`src/hdl/vlff_pkg.sv`:
```
// shared constants and types for the voxel light flood fill unit
package vlff_pkg;
   localparam int GRID_BITS   = 4;
   localparam int LIGHT_MAX   = 15;
   localparam int QUEUE_DEPTH = 4096;
   localparam int CELL_W   = 3 * GRID_BITS;
   localparam int CELLS    = 1 << CELL_W;
   localparam int LVL_W    = 4;
   localparam int QA_W     = $clog2(QUEUE_DEPTH);
   localparam int QC_W     = QA_W + 1;
   localparam int QE_W     = CELL_W + LVL_W;

   localparam logic [2:0] CMD_SOLID  = 3'd0;
   localparam logic [2:0] CMD_ADD    = 3'd1;
   localparam logic [2:0] CMD_RESEED = 3'd2;
   localparam logic [2:0] CMD_REMOVE = 3'd3;
   localparam logic [2:0] CMD_SOLVE  = 3'd4;
   localparam logic [2:0] CMD_READ   = 3'd5;
   localparam logic [2:0] CMD_NOP    = 3'd7;

   typedef struct packed {
      logic [2:0]        command;
      logic [CELL_W-1:0] voxel;
      logic [LVL_W-1:0]  level;
      logic              outside;
   } cmd_type;
endpackage

```
`src/hdl/vlff_if.sv`:
```
// valid/ready channel interfaces for requests and responses
interface vlff_req_if;
   logic       valid;
   logic       ready;
   logic [2:0] command;
   logic [3:0] pos_x;
   logic [3:0] pos_y;
   logic [3:0] pos_z;
   logic [3:0] level;
   modport source (output valid, command, pos_x, pos_y, pos_z, level, input ready);
   modport sink   (input valid, command, pos_x, pos_y, pos_z, level, output ready);
endinterface


```
`src/hdl/vlff_front.sv`:
```
// front end: accepts requests, drops out-of-grid cells, queues commands
module vlff_front (
   input  logic              clock,
   input  logic              reset,
   input  logic              block_in,
   vlff_req_if.sink          req,
   output logic              cq_valid,
   output vlff_pkg::cmd_type cq_data,
   input  logic              cq_pop
);
   localparam int GW = vlff_pkg::GRID_BITS;
   vlff_pkg::cmd_type buf_ff [2];
   logic [1:0] cnt_ff, cnt_in;
   logic       rd_ff, wr_ff;
   logic       push;
   vlff_pkg::cmd_type item;
   logic [3:0] maxc;

   // coordinates above the grid read back as 0 and do nothing
   always_comb begin
      maxc = 4'((1 << GW) - 1);
      item.voxel = {req.pos_x[GW-1:0], req.pos_y[GW-1:0], req.pos_z[GW-1:0]};
      item.command = req.command;
      item.level = req.level;
      item.outside = 1'b0;
      if (req.command != vlff_pkg::CMD_SOLVE &&
          (req.pos_x > maxc || req.pos_y > maxc || req.pos_z > maxc)) begin
         item.command = vlff_pkg::CMD_NOP;
         item.voxel = '0;
         item.outside = 1'b1;
      end
   end

   assign req.ready = (cnt_ff != 2'd2) && !block_in;
   assign push = req.valid && req.ready;
   assign cq_valid = cnt_ff != 2'd0;
   assign cq_data = buf_ff[rd_ff];
   assign cnt_in = cnt_ff + 2'(push) - 2'(cq_pop);

   always_ff @(posedge clock) begin
      if (reset) begin
         cnt_ff <= '0;
         rd_ff <= 1'b0;
         wr_ff <= 1'b0;
      end else begin
         cnt_ff <= cnt_in;
         if (push) wr_ff <= !wr_ff;
         if (cq_pop) rd_ff <= !rd_ff;
      end
      if (push) buf_ff[wr_ff] <= item;
   end
endmodule

```
`src/flat_wrapper.sv`:
```
// flat-port wrapper written by rule: the top's interface ports become plain ports
module vlff_front_flat 
  (clock, reset, block_in, cq_valid, cq_data, cq_pop, req_valid, req_command, req_pos_x, req_pos_y, req_pos_z, req_level, req_ready);
  vlff_req_if req_i ();
  input  logic clock;
  input  logic reset;
  input  logic block_in;
  output logic cq_valid;
  output vlff_pkg::cmd_type cq_data;
  input  logic cq_pop;
  input wire logic [$bits(req_i.valid)-1:0] req_valid;
  input wire logic [$bits(req_i.command)-1:0] req_command;
  input wire logic [$bits(req_i.pos_x)-1:0] req_pos_x;
  input wire logic [$bits(req_i.pos_y)-1:0] req_pos_y;
  input wire logic [$bits(req_i.pos_z)-1:0] req_pos_z;
  input wire logic [$bits(req_i.level)-1:0] req_level;
  output wire logic [$bits(req_i.ready)-1:0] req_ready;
  assign req_i.valid = req_valid;
  assign req_i.command = req_command;
  assign req_i.pos_x = req_pos_x;
  assign req_i.pos_y = req_pos_y;
  assign req_i.pos_z = req_pos_z;
  assign req_i.level = req_level;
  assign req_ready = req_i.ready;
  vlff_front u_core (.clock(clock), .reset(reset), .block_in(block_in), .req(req_i), .cq_valid(cq_valid), .cq_data(cq_data), .cq_pop(cq_pop));
endmodule
```
`config.mk`:
```
export PLATFORM = sky130hd
export DESIGN_NAME = vlff_front_flat
export DESIGN_NICKNAME = d
export VERILOG_FILES = /design/src/hdl/vlff_pkg.sv /design/src/hdl/vlff_if.sv /design/src/hdl/vlff_front.sv /design/src/flat_wrapper.sv
export SDC_FILE = /design/constraint.sdc
export NUM_CORES = 1
export LEC_CHECK = 0
export BUFFER_PORTS_ARGS = -buffer_cell sky130_fd_sc_hd__buf_2
export CORE_MARGIN = 2
export CORE_UTILIZATION = 40
export CTS_BUF_LIST = sky130_fd_sc_hd__clkbuf_4
export DETAILED_ROUTE_END_ITERATION = 16
export PLACE_DENSITY = 0.77
export SYNTH_ARGS = -nofsm -noshare
export SYNTH_HDL_FRONTEND = slang
export SYNTH_SLANG_ARGS = --single-unit
```
`constraint.sdc`:
```
create_clock -name clock -period 2.05 [get_ports clock]
set_clock_uncertainty 0.2 [all_clocks]
set_input_delay 0.205 -clock clock [delete_from_list [all_inputs] [get_ports clock]]
set_output_delay 0.205 -clock clock [all_outputs]
set_load 0.02 [all_outputs]
```
======== After elaboration in Yosys (flattened, before gate mapping) ========
Memory sizes are Yosys's and may differ from the RTL's. A register that Yosys moved wholly into a read port is not among the register bits.
Index checks and enable logic that the tools add are counted.
storage, ports and cells
  memories ................................ 1
  memory bits (writable) .................. 40
  register bits ........................... 4
  logic and storage cells ................. 26
memories
  memory         depth  width  read ports  clocked after memory_dff  wr ports  RTL line          RTL
  u_core.buf_ff  2      20     1           1                         1         vlff_front.sv:12  vlff_pkg::cmd_type buf_ff [2];
cells by class
  multiplexer cells ....................... 6
  add/sub/neg operators ................... 2
  equal/unequal tests ..................... 2
  order comparisons ....................... 3
  reduce and logical (&&, ||, !) cells .... 9
operator list
  operator                                               number
  2-to-1 mux 15 bit                                      1
  greater-than comparator 4 bit (second input constant)  3
  2-to-1 mux 1 bit                                       5
  logical AND 1 bit                                      3
  zero test 1 bit                                        3
  inequality test 3 bit (second input constant)          1
  adder 2 x 1 -> 2 bit                                   1
  logical OR 1 bit                                       2
  inequality test 2 bit (second input constant)          1
  nonzero test 2 bit                                     1
  subtractor 2 x 1 -> 2 bit                              1

======== Logic depth before layout (Yosys ltp) ========
  depth after elaboration ................. 5
  depth in mapped cells ................... 7

======== Least setup slack after synthesis ========
No wires, ideal clock.
  path kind ............................... register to register
  start point ............................. reg u_core.cnt_ff[1]
  end point ............................... mem u_core.buf_ff[0][10] (netlist name), enable pin
  path slack .............................. -0.137 ns
  data required time ...................... 1.453 ns
  arrival time ............................ 1.590 ns
  stages on the path, launching flop included .. 4
  cells stage by stage .................... dfxtp_1 nor2b_4 nor3b_4 nor2b_1
between the ends
  cells in the longest elaborated chain, start to end .. 5
RTL lines
  item                                    RTL line          RTL
  start, declared                         vlff_front.sv:13  logic [1:0] cnt_ff, cnt_in;
  start signal, assigned                  vlff_front.sv:46  cnt_ff <= cnt_in;
  inequality test 2 bit                   vlff_front.sv:34  assign req.ready = (cnt_ff != 2'd2) && !block_in;
  logical AND 1 bit                       vlff_front.sv:34
  logical AND 1 bit                       vlff_front.sv:35  assign push = req.valid && req.ready;
  2-to-1 mux 1 bit                        vlff_front.sv:50  if (push) buf_ff[wr_ff] <= item;
  2-to-1 mux 1 bit (not written as such)  vlff_front.sv:50
  end, declared                           vlff_front.sv:12
No other way between the ends.

==> results.py <==
metrics = {
    "global_route": {
        "grt_pass1_wl_um": 4260,
        "grt_busiest_layer": "met2",
        "grt_pass1_vias": 978,
        "met1_usage_pct": 13.5,
        "use_met3_pct": 5.76,
        "grt_start_max_net_pins": 20,
        "antenna_found_initial": 0,
        "grt_overflow": 0,
        "met2_usage_pct": 24.0,
        "grt_util_all_layers_pct": 13.2,
    },
    "worst_setup_path": {
        "path_class": "reg -> out",
        "arrival_ps": 1490,
        "rr_startpoint": "u_core.cnt_ff[1]",
        "required_ps": 1640,
        "r2r_slack_ps": 340,
        "r2r_end": "u_core.buf_ff[0][1]",
        "cp_max_fo": 18,
        "cp-end-kind": "output port",
        "r2r.worst_path.cells": 4,
        "start_kind": "register",
    },
    "floorplan": {
        "dieArea_um2": 4640,
        "start_util_pct": 41.4,
        "rows": 23,
        "io_pins": 46,
        "core_um2": 3970,
        "die_w_um": 68.1,
        "die_h_um": 68.1,
    },
    "pwr": {
        "power.total_mw": 1.73,
        "ir_drop_mv": 0.499,
        "powerDensity_nw_per_um2": 784,
        "power.leakage_nw": 0.856,
    },
    "clock_network": {
        "htreeDepth": 2,
        "cts.reportedPaths.clkPinSlew_ps": 110,
        "cts_max_path_buffers": 2,
        "cts_buffers": 5,
        "clock-sinks": 43,
        "clkLatencyLatePin_ps": 330,
        "clockRootBuffer": "clkbuf_4",
        "cts_tree": "built",
    },
    "yosys": {
        "synth.avg_cell_area_um2": 18.9,
        "syn_area_um2": 1640,
        "seq_area_frac_synth_pct": 75.5,
        "synth.area.top_cells": "edfxtp_1 69%, mux2_2 13%, dfxtp_1 6.1%",
        "ys_ff_latch": 43,
        "synth_common_cells": "38 x edfxtp_1, 19 x mux2_2, 5 x dfxtp_1, 5 x nor2_1, 3 x nor2b_1",
        "postSynth.asyncResetShare_pct": 0,
        "syn_inst": 87,
        "synth_edf_count": 38,
        "ys.flop_type": "edfxtp_1",
        "synthDistinctLibCells": 18,
        "yosys.area.top_type": "edfxtp_1",
        "syn_nets": 113,
        "yosysTopAreaCellShare_pct": 69.4,
        "yosysMostFrequentCell": "edfxtp_1",
        "synth_warnings": 0,
    },
    "routing": {
        "vias": 952,
        "routed_wirelength_um": 2750,
        "wl_per_cell_um": 13.0,
        "drt_iter0_drc": 30,
        "via_per_inst": 4.51,
        "dr.pass1.iters": 2,
        "post-route-drc-count": 0,
        "ant_nets": 0,
    },
    "sta": {
        "finalSetupTns_ps": 0,
        "setup_violations": 0,
        "rsz0062_at_grt": "no",
        "maxSlewViolCount": 0,
        "max_freq_ghz": 0.527,
        "layout_min_cycle_time_ps": 1900,
        "fin_crit_sh_pct": 92.5,
        "hold_slack_ps": 62.1,
        "layout_setup_ws_ps": 154,
        "hold_violations": 0,
    },
    "finish": {
        "design_area_um2": 2200,
        "drive_above_1_share_pct": 49.1,
        "instances_no_fill": 211,
        "fin_util_pct": 55.5,
        "diodes": 0,
        "area_growth_pct": 34.0,
        "nets": 186,
    },
    "placement": {
        "hpwl_um": 1830,
        "io_buffers": 44,
        "gp_congestion": 0.659,
        "dpl.cell_count": 181,
        "place_area_um2": 1930,
        "dp_slack_ps": 331,
    },
    "worst_hold_path": {
        "worstHoldStart": "block_in",
        "worst_hold_path.num_cells": 3,
        "hold_class": "in -> reg",
        "hold_path_end": "u_core.wr_ff",
    },
    "outcome": {
        "status": "finished clean",
    },
    "flow_run": {
        "drv_cap": 0,
    },
}
-- metal layers --
metal	share of wire, %	wire [um]
met1	40	1100
met2	53	1470
met3	5.7	157
met4	0.87	24
met5	0	0
-- sequential cells by signal, summed over array words and instances (netlist names), named ones only --
| name | flops |
|---|---|
| u_core.cnt_ff | 2 |
| u_core.buf_ff | 38 |
| u_core.rd_ff | 1 |
| u_core.wr_ff | 1 |
-- cell usage in the layout (no fill, tap or decap) --
master and count:
buf_4 3, xor2_1 1, dfxtp_1 5, edfxtp_1 38
nor3_1 1, dlygate4sd3_1 22, or2_2 1, clkbuf_4 6
inv_1 2, xnor2_1 1, mux2_2 19, nor3b_4 1
clkinv_2 1, mux2_4 1, nor2b_4 1, and2_1 2
ha_1 2, nor2b_2 1, conb_1 1, buf_2 44
clkinvlp_4 1, nor2_1 5, nor2b_1 2
-- report_power, final --
part	internal (mW)	leakage [nW]	switching, mW	total (mW)
Sequential	1.01	0.389	0.0195	1.03
Clock	0.146	0.0317	0.245	0.391
Combinational	0.151	0.435	0.161	0.311
-- layout make-up --
class,count,area [um2]
Timing Repair Buffer,69,463
Multi-Input combinational cell,39,372
Clock inverter,2,12.5
Clock buffer,6,45.0
Inverter,2,7.51
Tap cell,50,62.6
Sequential cell,43,1240
Fill cell,327,1770
-- logic make-up after synthesis --
group	Yosys count	synth area share, %
xor gates and xnor gates	2	1.07
adders and majority gates	2	1.52
buffers and inverters	5	2.05
DFF	43	75.5
muxes	20	13.9
other	1	0.228
and+or+nand+nor	14	5.71
-- what timing repair did --
item	4_1_cts	5_1_grt
endpoints found under the hold margin	42	0
gates resized for setup	0	0
hold buffers	22	0
setup buffers	0	0
-- critical path: stages, from the launching register on --
cell	delay [ps]
dfxtp_1	350
buf_4	260
mux2_2	380
buf_2	160
-- worst max-delay path by stage --
stage	endpoint
after floorplan	u_core.buf_ff[0][10]
after global placement	u_core.buf_ff[0][18]
after detailed placement	u_core.buf_ff[0][18]
after CTS	cq_data[9]
after global routing	cq_data[19]
final	cq_data[9]
Power figures use the tool's default switching activity.
